[config.mk]
export PLATFORM = sky130hd
export DESIGN_NAME = hac_ctrl
export DESIGN_NICKNAME = d
export VERILOG_FILES = /design/src/hdl/hac_pkg.sv /design/src/hdl/hac_ctrl.sv
export SDC_FILE = /design/constraint.sdc
export NUM_CORES = 1
export LEC_CHECK = 0
export BUFFER_PORTS_ARGS = -buffer_cell sky130_fd_sc_hd__buf_2
export CAP_MARGIN = 30
export CORE_MARGIN = 10
export CORE_UTILIZATION = 45
export CTS_CLUSTER_DIAMETER = 100
export DETAILED_ROUTE_END_ITERATION = 8
export GPL_TIMING_DRIVEN = 0
export PLACE_DENSITY = 0.7
export SYNTH_ARGS = -nofsm -noshare
export SYNTH_HDL_FRONTEND = slang
export SYNTH_SLANG_ARGS = --single-unit
[constraint.sdc]
create_clock -name clk_i -period 3.3 [get_ports clk_i]
set_input_delay 0.33 -clock clk_i [delete_from_list [all_inputs] [get_ports clk_i]]
set_output_delay 0.33 -clock clk_i [all_outputs]
set_load 0.01 [all_outputs]
[src/hdl/hac_pkg.sv]
// Shared types and constants for the heading alignment cost block.
// Used by hac_ctrl, hac_dp and heading_alignment_cost; no dependencies.
package hac_pkg;

  // Trajectory length limit and derived count width
  localparam int unsigned MAX_STEPS = 64;
  localparam int unsigned CNT_W     = $clog2(MAX_STEPS + 1);
  localparam int unsigned STEPS_W   = 7;

  // Fixed-point constants
  localparam int unsigned EPS_Q16   = 66;     // 0.001 in Q16.16
  localparam int unsigned ONE_Q14   = 16384;  // 1.0 in Q2.14
  localparam int unsigned WEIGHT_RST = 3840;  // 15.0 in Q8.8

  // Datapath widths
  localparam int unsigned DOT_W = 50;
  localparam int unsigned DVS_W = 34;
  localparam int unsigned QUO_W = 24;
  localparam int unsigned IDX_W = 5;

  // Iteration start indices
  localparam logic [IDX_W-1:0] SQRT_TOP  = 5'd31;
  localparam logic [IDX_W-1:0] ALIGN_TOP = 5'd15;
  localparam logic [IDX_W-1:0] MEAN_TOP  = 5'd23;

  // Configuration register indices
  localparam logic [2:0] REG_WEIGHT    = 3'd0;
  localparam logic [2:0] REG_HEADING_X = 3'd1;
  localparam logic [2:0] REG_HEADING_Y = 3'd2;
  localparam logic [2:0] REG_HDG_VALID = 3'd3;
  localparam logic [2:0] REG_ENABLED   = 3'd4;

  typedef enum logic [3:0] {
    OP_NONE,
    OP_LOAD,
    OP_DIFF,
    OP_MAG,
    OP_MXX,
    OP_MYY,
    OP_DXH,
    OP_DYH,
    OP_SQRT,
    OP_DINIT,
    OP_DIV,
    OP_ACCUM,
    OP_MINIT,
    OP_COST
  } dp_op_e;

  typedef enum logic [3:0] {
    S_IDLE,
    S_DIFF,
    S_MAG,
    S_MXX,
    S_MYY,
    S_DXH,
    S_DYH,
    S_SQRT,
    S_DINIT,
    S_DIV,
    S_ACCUM,
    S_CHECK,
    S_MINIT,
    S_MDIV,
    S_COST,
    S_EMIT
  } ctrl_state_e;

  typedef struct packed {
    dp_op_e           op;
    logic [IDX_W-1:0] idx;
  } dp_cmd_t;

  typedef struct packed {
    logic cnt_ok;
    logic last;
    logic cost_go;
  } dp_stat_t;

endpackage

[src/hdl/hac_ctrl.sv]
// Sequencing controller for the heading alignment cost block.
// Depends on hac_pkg; drives hac_dp through command and status structs.
module hac_ctrl (
  input  logic              clk_i,
  input  logic              rst_ni,
  input  logic              in_valid_i,
  output logic              in_ready_o,
  input  logic              out_free_i,
  output logic              emit_o,
  input  hac_pkg::dp_stat_t stat_i,
  output hac_pkg::dp_cmd_t  cmd_o
);
  import hac_pkg::*;

  ctrl_state_e      state_q, state_d;
  logic [IDX_W-1:0] it_q, it_d;

  // State and iteration counter registers
  always_ff @(posedge clk_i or negedge rst_ni) begin
    if (!rst_ni) begin
      state_q <= S_IDLE;
      it_q    <= '0;
    end else begin
      state_q <= state_d;
      it_q    <= it_d;
    end
  end

  // Next state
  always_comb begin
    state_d = state_q;
    it_d    = it_q;
    unique case (state_q)
      S_IDLE:  if (in_valid_i) state_d = S_DIFF;
      S_DIFF:  state_d = stat_i.cnt_ok ? S_MAG : S_CHECK;
      S_MAG:   state_d = S_MXX;
      S_MXX:   state_d = S_MYY;
      S_MYY:   state_d = S_DXH;
      S_DXH:   state_d = S_DYH;
      S_DYH: begin
        state_d = S_SQRT;
        it_d    = SQRT_TOP;
      end
      S_SQRT: begin
        if (it_q == '0) state_d = S_DINIT;
        else it_d = it_q - 1'b1;
      end
      S_DINIT: begin
        state_d = S_DIV;
        it_d    = ALIGN_TOP;
      end
      S_DIV: begin
        if (it_q == '0) state_d = S_ACCUM;
        else it_d = it_q - 1'b1;
      end
      S_ACCUM: state_d = S_CHECK;
      S_CHECK: begin
        if (!stat_i.last) state_d = S_IDLE;
        else if (stat_i.cost_go) state_d = S_MINIT;
        else state_d = S_COST;
      end
      S_MINIT: begin
        state_d = S_MDIV;
        it_d    = MEAN_TOP;
      end
      S_MDIV: begin
        if (it_q == '0) state_d = S_COST;
        else it_d = it_q - 1'b1;
      end
      S_COST:  state_d = S_EMIT;
      S_EMIT:  if (out_free_i) state_d = S_IDLE;
      default: state_d = S_IDLE;
    endcase
  end

  // Outputs
  always_comb begin
    cmd_o.op   = OP_NONE;
    cmd_o.idx  = it_q;
    in_ready_o = 1'b0;
    emit_o     = 1'b0;
    unique case (state_q)
      S_IDLE: begin
        in_ready_o = 1'b1;
        if (in_valid_i) cmd_o.op = OP_LOAD;
      end
      S_DIFF:  cmd_o.op = OP_DIFF;
      S_MAG:   cmd_o.op = OP_MAG;
      S_MXX:   cmd_o.op = OP_MXX;
      S_MYY:   cmd_o.op = OP_MYY;
      S_DXH:   cmd_o.op = OP_DXH;
      S_DYH:   cmd_o.op = OP_DYH;
      S_SQRT:  cmd_o.op = OP_SQRT;
      S_DINIT: cmd_o.op = OP_DINIT;
      S_DIV:   cmd_o.op = OP_DIV;
      S_ACCUM: cmd_o.op = OP_ACCUM;
      S_CHECK: cmd_o.op = OP_NONE;
      S_MINIT: cmd_o.op = OP_MINIT;
      S_MDIV:  cmd_o.op = OP_DIV;
      S_COST:  cmd_o.op = OP_COST;
      S_EMIT:  emit_o = out_free_i;
      default: cmd_o.op = OP_NONE;
    endcase
  end

endmodule

==> results of run 1 <==
[sequential cells by signal, indices dropped and copies added, names as in the netlist]
signal and flops:
it_q 5, state_q 4
[routing by layer]
metal | up-vias | part of all wire, % | track usage, %
met4 | 0 | 0 | 1.97
met5 | - | 0 | 0
met3 | 0 | 6.6 | 5.15
li1 | 364 | - | -
met1 | 327 | 44 | 12.4
met2 | 17 | 49 | 16.8
[through the flow]
| step | utilization [%] | area [µm²] | worst slack (ns) | std cells | hold slack (ns) |
|---|---|---|---|---|---|
| after CTS | 56.4 | 840 | 1.29 | 126 | 0.326 |
| after floorplan | - | 698 | 1.72 | 88 | 0.0344 |
| after global routing | 56.4 | 840 | 1.12 | 126 | 0.359 |
| after detailed placement | 53.9 | 803 | 1.58 | 121 | 0.193 |
| after global placement | 53.9 | 803 | 1.61 | 121 | 0.194 |
| final | 56.4 | 840 | 1.28 | 126 | 0.340 |
[cell usage after synthesis, drive strengths merged]
master,instances
a211oi,2
a21o,1
a21oi,7
a221oi,3
a22o,1
a22oi,1
a31o,1
a31oi,1
and2,2
clkbuf,5
dfrtp,9
ha,2
inv,5
mux2i,2
nand2,7
nand2b,3
nand3,2
nand3b,1
nor2,15
nor2b,1
nor3,1
nor4,1
nor4b,1
o21ai,7
o22a,1
o31ai,1
o32ai,1
o41ai,1
or3,2
or4b,1
[path summary, 6_finish.rpt]
path / endpoint / slack [ns] / cells past startpoint
min in group asynchronous: it_q[2] / 0.44 / 2
worst min-delay path: state_q[0] / 0.34 / 3
max in group asynchronous: state_q[2] / 2.67 / 2
worst min register to register: it_q[0] / 0.54 / 1
worst max register to register: state_q[1] / 1.56 / 6
worst max-delay path: cmd_o[5] / 1.28 / 6
[cell type report]
cell class              count  area (µm²)
clock buffers               4        26.3
inverters                   5        18.8
repair buffers             18        95.1
well taps                  16        20.0
flip-flops and latches      9         225
plain buffers               5        18.8
fillers                   142         649
multi-input cells          69         435
[tightest hold or removal path, cell delays in order]
cell                      delay, ns
sky130_fd_sc_hd__buf_2         0.10
sky130_fd_sc_hd__inv_1         0.04
sky130_fd_sc_hd__a22oi_1       0.07
[cell families after synthesis]
kind of cell | after synthesis | share of synthesized area, %
DFF | 9 | 32.3
muxes | 2 | 2.87
buffers and inverters | 10 | 5.38
adders and majority gates | 2 | 3.58
and+or+nand+nor | 37 | 28.5
AOI/OAI and AO/OA | 28 | 27.4
[repair_timing]
action | in CTS | in global routing
endpoints found under the hold margin | 9 | 0
hold buffers | 1 | 0
setup endpoints to repair | 0 | 0
[power by group]
part	leakage, nW	switching [mW]	internal, mW	total [mW]
registers	0.0939	0.0621	0.157	0.219
clock network	0.0150	0.0366	0.0465	0.0830
logic	0.276	0.296	0.199	0.495
==> run summary, run 1 <==
The number of buffers created by CTS is 3. The startpoint of the most critical hold path is in_valid_i. The flow ran to the end, and the final reports show no timing, DRC or antenna violations. The via density per instance came out at 5.62.

The pin count of the biggest net entering global routing is 11. The final HPWL from detailed placement is 1360 µm. In the synthesized netlist, the number of instances is 88. The net total in the final layout came out at 120.

The global-route wire length before repair is 2980 µm. The timing-limited maximum frequency is 496 MHz. The synthesized design spends more area on one cell type than any other, namely sky130_fd_sc_hd__dfrtp_1. STA classifies the critical path startpoint as a flop.

STA classifies the critical path endpoint as an output pin. In the layout the commonest cells are sky130_fd_sc_hd__buf_2, sky130_fd_sc_hd__nor2_1, sky130_fd_sc_hd__dfrtp_1, sky130_fd_sc_hd__nand2_1. The total via count in the routed design is 708. The die height is 59.4 µm. The wire length reported by the detailed router came out at 1790 µm. The post-synth design cell area is 698 µm².

The aggregate global routing overflow came out at 0. CTS placed an instance of sky130_fd_sc_hd__clkbuf_4 at the clock tree root. The number of antenna violations at the first check in global routing was 0. The share of the Yosys chip area taken by registers is 32.3%.

In this run the post-CTS setup repair buffer count came out at 0. The total negative setup slack came out at 0 ns. The worst hold-check path type is input port to flop. The number of remaining DRC errors is 0. The number of endpoints with negative hold slack in the final report is 0. The worst setup path is of the flop to output pin kind. The delay contributed by the slowest stage of the critical path is 0.37 ns. The average footprint of a synthesized cell is 7.93 µm².

The required time of the critical path came out at 2.97 ns. The highest net fanout along the worst path is 10. Of the cells placed in the final design, the portion with a size suffix greater than 1 is 21.8%. The TritonCTS clock tree is yes. The slew at the pin with the worst max-slew slack came out at 0.453 ns. The number of I/O port buffers came out at 17. The number of buffers and inverters on the critical path is 3. The count of max-cap constraint violations is 0. The synthesized flop and latch total came out at 9.

The level count of the clock H-tree came out at 1. The beginning of the worst register-to-register path is it_q[0]. Setup repair after global routing left no endpoint under its margin. In this run the worst setup path begins at state_q[3].

The clock reaches the later pin of the worst-skew pair after 0.26 ns. The starting DRC count in detailed routing is 21. The largest clock skew in the final design came out at 0.00277 ns. The detail-routed net length per standard cell is 14.2 µm. The power density relative to cell area is 950 mW/mm².

By instance count, the cell type seen most on the critical path is sky130_fd_sc_hd__clkbuf_1. Setup violations remaining at the end of the flow were counted as 0. The number of global-route vias before repair came out at 663. Walking the worst path, the cells encountered are clkbuf_1, clkbuf_1, nand2_1, a21oi_1, nor2_1, buf_2. The count of synthesis-stage warnings from yosys came out at 0. The initial utilization of the core area, before any placement, comes to 46.9%.

On the critical path, the stage with the largest delay is an instance of sky130_fd_sc_hd__clkbuf_1. The highest ir drop seen on vdd is 417 µV. The clock passes through at most 2 buffers. The number of distinct standard cells referenced by the synthesized netlist is 32. The library cell used most frequently in the layout, excluding fill and tap cells, is sky130_fd_sc_hd__buf_2. By area the synthesized netlist is led by sky130_fd_sc_hd__dfrtp_1, sky130_fd_sc_hd__nor2_1, sky130_fd_sc_hd__a21oi_1, sky130_fd_sc_hd__o21ai_0, sky130_fd_sc_hd__nand2_1. The clock-pin slew of the registers on the worst-case setup and hold paths came out at 0.06 ns. The number of clock sinks came out at 9. The reported leakage power came out at 0.385 nW.

From synthesis to final layout, the design area changed by 20.3%. When the netlist entered floorplanning its net count stood at 97. The floorplan has 14 rows. The routability congestion estimate from global placement came out at 0.822. The number of max-slew violations in the final report is 0. The final critical-path share of the clock period is 61.1%. The top-level port count came out at 18. The worst slew margin relative to its limit is 69.8%. The arrival time at the worst endpoint came out at 1.69 ns.

The first-pass iteration count of the detailed router is 4. The final period demand of the worst path is 2.02 ns. Once the clock tree was built, the resizer swapped 0 gates to a different size. The die covers 0.00353 mm². The placeable core region came out at 0.00149 mm².

The remaining antenna violation count after routing is 0. The die width is 59.4 µm. Global routing used 10.5% of the available tracks. The antenna cell count is 0. In this design, the largest share of critical-path delay is due to buffers and inverters. Overall power consumption after layout is estimated at 0.797 mW.

The proportion of netlist area held by the largest area contributor is 32.3%.
(Power assumes the default switching activity.)
==> run 2: changes to the inputs <==
--- a/config.mk
+++ b/config.mk
@@ -5,6 +5,7 @@
 export SDC_FILE = /design/constraint.sdc
 export NUM_CORES = 1
 export LEC_CHECK = 0
+export ABC_AREA = 1
 export BUFFER_PORTS_ARGS = -buffer_cell sky130_fd_sc_hd__buf_2
 export CAP_MARGIN = 30
 export CORE_MARGIN = 10
@@ -12,7 +13,7 @@
 export CTS_CLUSTER_DIAMETER = 100
 export DETAILED_ROUTE_END_ITERATION = 8
 export GPL_TIMING_DRIVEN = 0
-export PLACE_DENSITY = 0.7
+export PLACE_DENSITY = 0.71
 export SYNTH_ARGS = -nofsm -noshare
 export SYNTH_HDL_FRONTEND = slang
 export SYNTH_SLANG_ARGS = --single-unit
==> constraint.sdc (replaced) <==
create_clock -name clk_i -period 1.85 [get_ports clk_i]
set_input_delay 0.185 -clock clk_i [delete_from_list [all_inputs] [get_ports clk_i]]
set_output_delay 0.185 -clock clk_i [all_outputs]
set_load 0.01 [all_outputs]
==> run 2 against run 1 <==
Sequential cell count unchanged. Highest routed layer is now met4. Non-clock buffer count down 3. Combinational power up 150%. Clock-buffer cell count unchanged. Worst setup slack worse by 1.0 ns. Largest cell class unchanged. First-iteration DRC count down 19%. Register-to-register slack worse by 1.1 ns. Global-route usage down 1.4 points. Sequential share of layout area down 3.4 points. Via count up 11%. Utilization down 0.59 points. Clock skew about the same.
==> run summary, run 2 <==
The site row count was 15 (+1). The worst-case register-to-register setup slack came out at 0.48 ns (-1.08 ns). The worst slew margin relative to its limit came out at 82.9% (+13 points). Setup repair after global routing left no endpoint under its margin. The power density relative to cell area was 1840 mW/mm² (+94%). The aggregate global routing overflow came out at 0 (unchanged). The met1 layer wirelength in the final routing was 876 µm (+10%). TritonCTS built the clock tree. The level count of the clock H-tree is 1 (unchanged). STA classifies the critical path startpoint as a flop. The design internal power came to 0.844 mW (+110%). The arrival time at the worst endpoint came to 1.41 ns (-0.28 ns). The final count of negative-setup-slack endpoints came out at 0 (unchanged). The share of the yosys chip area belonging to registers came out at 27.8% (-4.5 points).

The synthesized flop and latch total is 9 (unchanged). The count of max-cap constraint violations came out at 0 (unchanged). The most used flip-flop cell after synthesis is sky130_fd_sc_hd__dfrtp_1. In the final layout, the registers with the most flip-flops are it_q: 5 flops, state_q: 4 flops. The number of buffers created by CTS came out at 3 (unchanged). The via density per instance is 4.62 (-18%). The number of endpoints with negative hold slack in the final report came out at 0 (unchanged). The starting DRC count in detailed routing came out at 17 (-19%). The first-pass iteration count of the detailed router is 4 (unchanged). The number of cells on the worst reg-to-reg path came out at 7 (+1).

The root buffer selected by CTS is sky130_fd_sc_hd__clkbuf_4. The final critical-path share of the clock period came out at 86.5%. The slew at the pin with the worst max-slew slack was 0.257 ns (-0.196 ns). The met3 layer wire length in the routed design came out at 61 µm (-49%). The largest clock skew in the final design came to 0.00286 ns (+0.0000857 ns). The net total in the final layout came to 155 (+29%). The post-route worst hold slack came out at 0.221 ns (-0.119 ns). The worst register-to-register path ends at state_q[0]. The effective utilization at floorplan is 47.0% (+0.066 points). The library cells used most frequently in the layout, excluding fill and tap cells, are sky130_fd_sc_hd__nand2_1, sky130_fd_sc_hd__buf_2, sky130_fd_sc_hd__inv_1, sky130_fd_sc_hd__nand3_1, sky130_fd_sc_hd__dfrtp_1. The detail-routed net length per standard cell is 10.3 µm (-27%). The number of I/O port buffers is 17 (unchanged). The remaining antenna violation count after routing is 0 (unchanged).

The number of max-slew violations in the final report is 0 (unchanged). The top-level port count is 18 (unchanged). The timing-limited maximum frequency came out at 625 MHz.

The post-synthesis async set-or-reset flop share came out at 100% (unchanged). The die area was 0.00390 mm² (+11%). The flow ran to the end, and the final reports show no timing, DRC or antenna violations. The net switching power came out at 0.930 mW (+140%). The kind of critical path is flop to output pin. The total negative setup slack was 0 ns (unchanged). The global-route wire length before repair came to 3120 µm (+4.6%).

The proportion of netlist area held by the largest area contributor was 27.8% (-4.5 points). Subtracting the final worst setup slack from the clock period gives 1.60 ns. The buffers inserted during post-CTS setup optimization came to 0 (unchanged).

The final HPWL from detailed placement is 1480 µm (+8.6%). Counting instances in the post-synthesis netlist gives the leading cell types as sky130_fd_sc_hd__nand2_1, sky130_fd_sc_hd__inv_1, sky130_fd_sc_hd__nand3_1. STA classifies the critical path endpoint as an output pin. The net switching share of the total power was 52.4% (+2.9 points). The highest ir drop seen on vdd was 986 µV (+140%). The total via count in the routed design is 785 (+11%). The critical path startpoint is state_q[3].

The beginning of the worst register-to-register path is it_q[0]. The number of synthesized flops with an enable pin came out at 0 (unchanged). The portion of total power attributed to sequential cells came out at 23.0% (-4.5 points).

The clock-pin slew of the registers on the worst-case setup and hold paths is 0.05 ns (about the same). The number of remaining DRC errors is 0 (unchanged). The die width was 62.4 µm (+5.1%).

The wire length reported by the detailed router was 1750 µm (-2.0%). The highest net fanout along the worst path is 10 (unchanged). The synthesized netlist cell count was 123 (+40%). The number of buffers on the longest clock path came out at 2 (unchanged). The tightest min-delay check is of the input port to flop type. The pin count of the biggest net entering global routing is 11 (unchanged). The most common cell after layout, fill and taps aside is sky130_fd_sc_hd__nand2_1. The highest metal layer with signal wires is met4. The post-synth design cell area was 811 µm² (+16%).

The die height is 62.4 µm (+5.1%). The worst-skew pair later-pin latency is 0.25 ns (about the same). The number of cells on the worst hold path came out at 3 (unchanged). The share of power burned in the clock network came out at 7.8% (-2.6 points). The number of clock sinks is 9 (unchanged). The antenna cell count came to 0 (unchanged).

it_q holds more flip-flops than any other register. By area the synthesized netlist is led by sky130_fd_sc_hd__dfrtp_1, sky130_fd_sc_hd__nand2_1, sky130_fd_sc_hd__nand3_1, sky130_fd_sc_hd__inv_1, sky130_fd_sc_hd__nand2_4. The global-route total usage across every layer is 9.14% (-1.4 points).

The combinational share of power came out at 69.2% (+7.1 points). Summed over all instances, the cell type with the most area after synthesis is sky130_fd_sc_hd__dfrtp_1. The number of antenna violations at the first check in global routing was 0 (unchanged).

The dominant cell by count in the synthesized netlist is sky130_fd_sc_hd__nand2_1. The total nets after synthesis came out at 132 (+36%). The proportion of layout cells with a drive suffix above 1 is 29.0% (+7.1 points). In this run the worst setup path terminates at cmd_o[5]. The routability congestion estimate from global placement is 0.837 (+1.7%). The required time of the critical path is 1.66 ns (-1.31 ns).

Relative to the synthesized area, the layout overhead comes to 18.8%. The number of distinct standard cells referenced by the synthesized netlist is 24 (-25%). The count of synthesis-stage warnings from yosys is 0 (unchanged).

The number of global-route vias before repair is 725 (+9.4%). The amount of wire on met2 after detailed routing is 801 µm (-8.7%). The average footprint of a synthesized cell is 6.59 µm² (-17%). The placeable core region came out at 0.00173 mm² (+16%). The reported leakage power came to 0.582 nW (+51%).

The flip-flop count of the largest register, all copies and words added is 5 (unchanged).
==> run 2: cell types whose count changed after synthesis, moves of 4 or more <==
cell	delta
sky130_fd_sc_hd__nand2_1	+34
sky130_fd_sc_hd__a21oi_1	-6
sky130_fd_sc_hd__nor2_2	+5
sky130_fd_sc_hd__clkbuf_1	-5
sky130_fd_sc_hd__inv_2	+5
sky130_fd_sc_hd__nor2_1	-7
sky130_fd_sc_hd__o21ai_0	-5
sky130_fd_sc_hd__nand4_1	+4
sky130_fd_sc_hd__inv_1	+10
sky130_fd_sc_hd__nand3_1	+12
==> run 2: power by group through the flow <==
stage          clock network (mW)  registers, mW  logic (mW)
4_1_cts                     0.145          0.406        1.24
3_5_place_dp                    0          0.410        1.24
2_1_floorplan                   0          0.421       0.907
5_1_grt                     0.156          0.423        1.42
6_report                    0.139          0.408        1.23
3_3_place_gp                    0          0.406        1.24
==> run 2: what timing repair did <==
item | 4_1_cts | 5_1_grt
hold buffers | 1 | 0
endpoints found under the hold margin | 9 | 0
resized for setup | 0 | 0
==> run 2: metal layers <==
| layer | vias up | GRT usage, % |
|---|---|---|
| li1 | 434 | - |
| met4 | 0 | 2.51 |
| met2 | 7 | 14.0 |
| met1 | 342 | 12.3 |
| met5 | - | 0 |
| met3 | 2 | 2.33 |
==> run 2: through the flow <==
| stage | total power, mW | utilization, % | instances | setup slack [ns] | area, µm² |
|---|---|---|---|---|---|
| 2_1_floorplan | 1.33 | - | 123 | 0.555 | 811 |
| 3_3_place_gp | 1.64 | 53.7 | 165 | 0.492 | 927 |
| 3_5_place_dp | 1.65 | 53.7 | 165 | 0.490 | 927 |
| 4_1_cts | 1.80 | 55.8 | 170 | 0.233 | 963 |
| 5_1_grt | 2.00 | 55.8 | 170 | 0.0865 | 963 |
| 6_report | 1.77 | 55.8 | 170 | 0.250 | 963 |
==> run 2: kinds of logic after synthesis <==
| logic type | count (synthesis) | synth area share [%] |
|---|---|---|
| adders and majority gates | 2 | 3.09 |
| xor gates and xnor gates | 1 | 1.08 |
| and+or+nand+nor | 83 | 51.7 |
| DFF | 9 | 27.8 |
| buffers and inverters | 23 | 11.7 |
| AOI/OAI and AO/OA | 5 | 4.63 |
==> run 2: critical path, stage by stage (launching register included) <==
cell and delay (ns):
sky130_fd_sc_hd__dfrtp_1 0.35, sky130_fd_sc_hd__buf_2 0.18, sky130_fd_sc_hd__nor2_2 0.15, sky130_fd_sc_hd__nand2_2 0.10, sky130_fd_sc_hd__inv_1 0.08, sky130_fd_sc_hd__nand2_1 0.06, sky130_fd_sc_hd__o2111ai_1 0.07, sky130_fd_sc_hd__buf_2 0.16
==> run 2: worst min-delay path by stage <==
stage,from,to,slack [ns]
floorplan,rst_ni,it_q[0],-0.11
global placement,rst_ni,it_q[0],0.04
detailed placement,rst_ni,it_q[0],0.04
CTS,in_valid_i,state_q[0],0.21
global route,in_valid_i,state_q[0],0.23
finish,in_valid_i,state_q[0],0.22
==> run 2: cell type report <==
cell class                 instances  area, µm²
buffer                             2       16.3
clock buffer                       4       26.3
fill                             175        763
inverter                          21       78.8
multi-input combinational         91        490
sequential                         9        225
tap                               25       31.3
timing repair buffer              18       95.1
==> run 3: changes to the inputs <==
--- a/config.mk
+++ b/config.mk
@@ -14,6 +14,7 @@
 export DETAILED_ROUTE_END_ITERATION = 8
 export GPL_TIMING_DRIVEN = 0
 export PLACE_DENSITY = 0.71
+export REMOVE_ABC_BUFFERS = 1
 export SYNTH_ARGS = -nofsm -noshare
 export SYNTH_HDL_FRONTEND = slang
 export SYNTH_SLANG_ARGS = --single-unit
==> run 3 against run 2 <==
Via count grew 5.9%. Worst setup slack worse by 0.028 ns. First-iteration DRC count down 29%. Largest power group unchanged. Non-clock buffer count shrank 2. Combinational power decreased by 7%. Largest cell class unchanged. Fmax shrank 1.7%.
==> run summary, run 3 (synthesis gave the netlist of run 2 again) <==
The flow ran to the end, and the final reports show no timing, DRC or antenna violations. The TritonCTS clock tree is yes. The power density relative to cell area came to 1850 mW/mm² (+0.49%).

The number of remaining DRC errors is 0 (unchanged). The effective utilization at floorplan is 47.0% (unchanged). The number of antenna violations at the first check in global routing came out at 0 (unchanged).

The pin count of the biggest net entering global routing is 11 (unchanged). The cell count after placement was 163 (-1.2%). The level count of the clock H-tree came out at 1 (unchanged). The worst-case register-to-register setup slack came out at 0.44 ns (-0.04 ns).

The root buffer selected by CTS is sky130_fd_sc_hd__clkbuf_4. The reported leakage power was 0.572 nW (-1.8%). The post-placement setup slack came out at 0.462 ns (-0.0286 ns). The library cells used most frequently in the layout, excluding fill and tap cells, are sky130_fd_sc_hd__nand2_1, sky130_fd_sc_hd__buf_2, sky130_fd_sc_hd__inv_1, sky130_fd_sc_hd__nand3_1, sky130_fd_sc_hd__dfrtp_1. The required time of the critical path is 1.66 ns (about the same). The die area is 0.00390 mm² (unchanged).

The largest clock skew in the final design came out at 0.000813 ns (-0.00204 ns). The antenna cell count is 0 (unchanged). The clock-pin slew of the registers on the worst-case setup and hold paths was 0.06 ns (about the same). The count of max-cap constraint violations came out at 0 (unchanged). The highest ir drop seen on vdd came out at 929 µV (-5.8%). The total via count in the routed design is 831 (+5.9%).

The global-route wire length before repair came out at 2910 µm (-6.6%). The number of clock sinks came out at 9 (unchanged). The aggregate global routing overflow is 0 (unchanged). The worst-skew pair later-pin latency came out at 0.26 ns (about the same). The die width came out at 62.4 µm (unchanged). The largest registers in the layout are it_q: 5 flops, state_q: 4 flops. The total negative setup slack came out at 0 ns (unchanged). The buffers inserted during post-CTS setup optimization came out at 0 (unchanged).

The top-level port count came out at 18 (unchanged). The final period demand of the worst path is 1.63 ns (+0.0280 ns). The flip-flop count of the largest register, all copies and words added came to 5 (unchanged). STA classifies the critical path startpoint as a flop.

The proportion of layout cells with a drive suffix above 1 was 28.0% (-0.99 points). The final non-filler cell area was 947 µm² (-1.7%). The power after layout came out at 1.75 mW (-1.2%).

The arrival time at the worst endpoint came out at 1.44 ns (+0.03 ns). In this run the worst hold path is classified as input port to flop. Compared with the post-synthesis result, the final layout area differs by 16.8%. The global-route total usage across every layer is 8.67% (-0.47 points). The sort of element at the end of the critical path is an output pin. The final HPWL from detailed placement is 1470 µm (-0.78%). Setup repair after global routing left no endpoint under its margin.

The worst slew margin relative to its limit is 74.8% (-8.1 points). The final critical-path share of the clock period came to 88.0% (+1.5 points). The number of buffers created by CTS came out at 3 (unchanged).

The die height is 62.4 µm (unchanged). The number of max-slew violations in the final report came out at 0 (unchanged). The number of endpoints with negative hold slack in the final report came out at 0 (unchanged). The net total in the final layout came out at 153 (-1.3%). The wire length reported by the detailed router came out at 1750 µm (-0.17%).

The timing-limited maximum frequency was 614 MHz (-1.7%). The final count of negative-setup-slack endpoints came out at 0 (unchanged). The count of cells resized by post-cts repair is 0 (unchanged). The number of inserted filler cells in the final layout came to 184 (+5.1%).

The post-place instance area is 911 µm² (-1.8%). The number of I/O port buffers is 17 (unchanged). The placeable core region was 0.00173 mm² (unchanged).

The starting DRC count in detailed routing came out at 12 (-5). The slew at the pin with the worst max-slew slack came out at 0.378 ns (+0.121 ns). Counting flops per register, the top entry is it_q. The site row count came to 15 (unchanged). The routability congestion estimate from global placement is 0.837 (about the same).

The number of global-route vias before repair came out at 715 (-1.4%). The final non-filler cell total is 168 (-1.2%). The setup slack of the critical path after layout came out at 0.222 ns (-0.0280 ns). The worst setup path is of the flop to output pin kind. The detail-routed net length per standard cell came out at 10.4 µm (+1.0%). The via density per instance is 4.95 (+7.1%).

The number of buffers on the longest clock path is 2 (unchanged). The library cell used most frequently in the layout, excluding fill and tap cells, is sky130_fd_sc_hd__nand2_1. The first-pass iteration count of the detailed router is 4 (unchanged). The highest net fanout along the worst path is 8 (-2). The remaining antenna violation count after routing is 0 (unchanged).
run 3: cell types whose count changed in the layout (fill, tap and decap cells not counted):
cell,change
sky130_fd_sc_hd__buf_2,-1
sky130_fd_sc_hd__buf_6,-1
run 3: where the power goes:
part	switching [mW]	internal, mW	leakage (nW)
clock	0.0668	0.0830	0.0150
sequential	0.161	0.305	0.107
combinational	0.708	0.429	0.450
total	0.936	0.817	0.572
run 3: stage by stage:
stage / hold WS, ns / utilization (%)
finish: 0.198 / 54.9
global route: 0.210 / 54.9
CTS: 0.199 / 54.9
detailed placement: 0.0372 / 52.8
global placement: 0.0380 / 52.8
floorplan: -0.111 / -
run 3: routing by layer:
layer / share of wire (%) / global-route usage [%] / routed length, µm
met4: 1.9 / 5.03 / 34
met1: 47 / 10.7 / 829
met5: 0 / 0 / 0
met3: 1.5 / 1.08 / 26
met2: 49 / 14.0 / 861
run 3: worst paths after layout:
check,to,startpoint,cells after the start
hold / removal,state_q[0],in_valid_i,3
setup / recovery,cmd_o[5],state_q[0],6
max in group asynchronous,it_q[1],rst_ni,2
min in group asynchronous,state_q[0],rst_ni,2
setup reg to reg,state_q[0],state_q[0],8
hold reg to reg,it_q[1],it_q[1],2
run 3: what timing repair did:
item	CTS	global route
setup endpoints to repair	0	0
hold buffers	1	0
hold endpoints to repair	9	0
run 3: area by class of cell:
cell class	count	area (µm²)	area share (%)
Sequential cell	9	225	23.8
Inverter	21	78.8	8.32
Timing Repair Buffer	18	95.1	10.0
Clock buffer	4	26.3	2.77
Multi-Input combinational cell	91	490	51.8
Tap cell	25	31.3	3.30
run 3: worst max-delay path: stages (launching register included):
cell and delay (ns):
sky130_fd_sc_hd__dfrtp_1 0.49, sky130_fd_sc_hd__nor2_2 0.21, sky130_fd_sc_hd__nand2_2 0.12, sky130_fd_sc_hd__inv_1 0.08
sky130_fd_sc_hd__nand2_1 0.06, sky130_fd_sc_hd__o2111ai_1 0.07, sky130_fd_sc_hd__buf_2 0.16
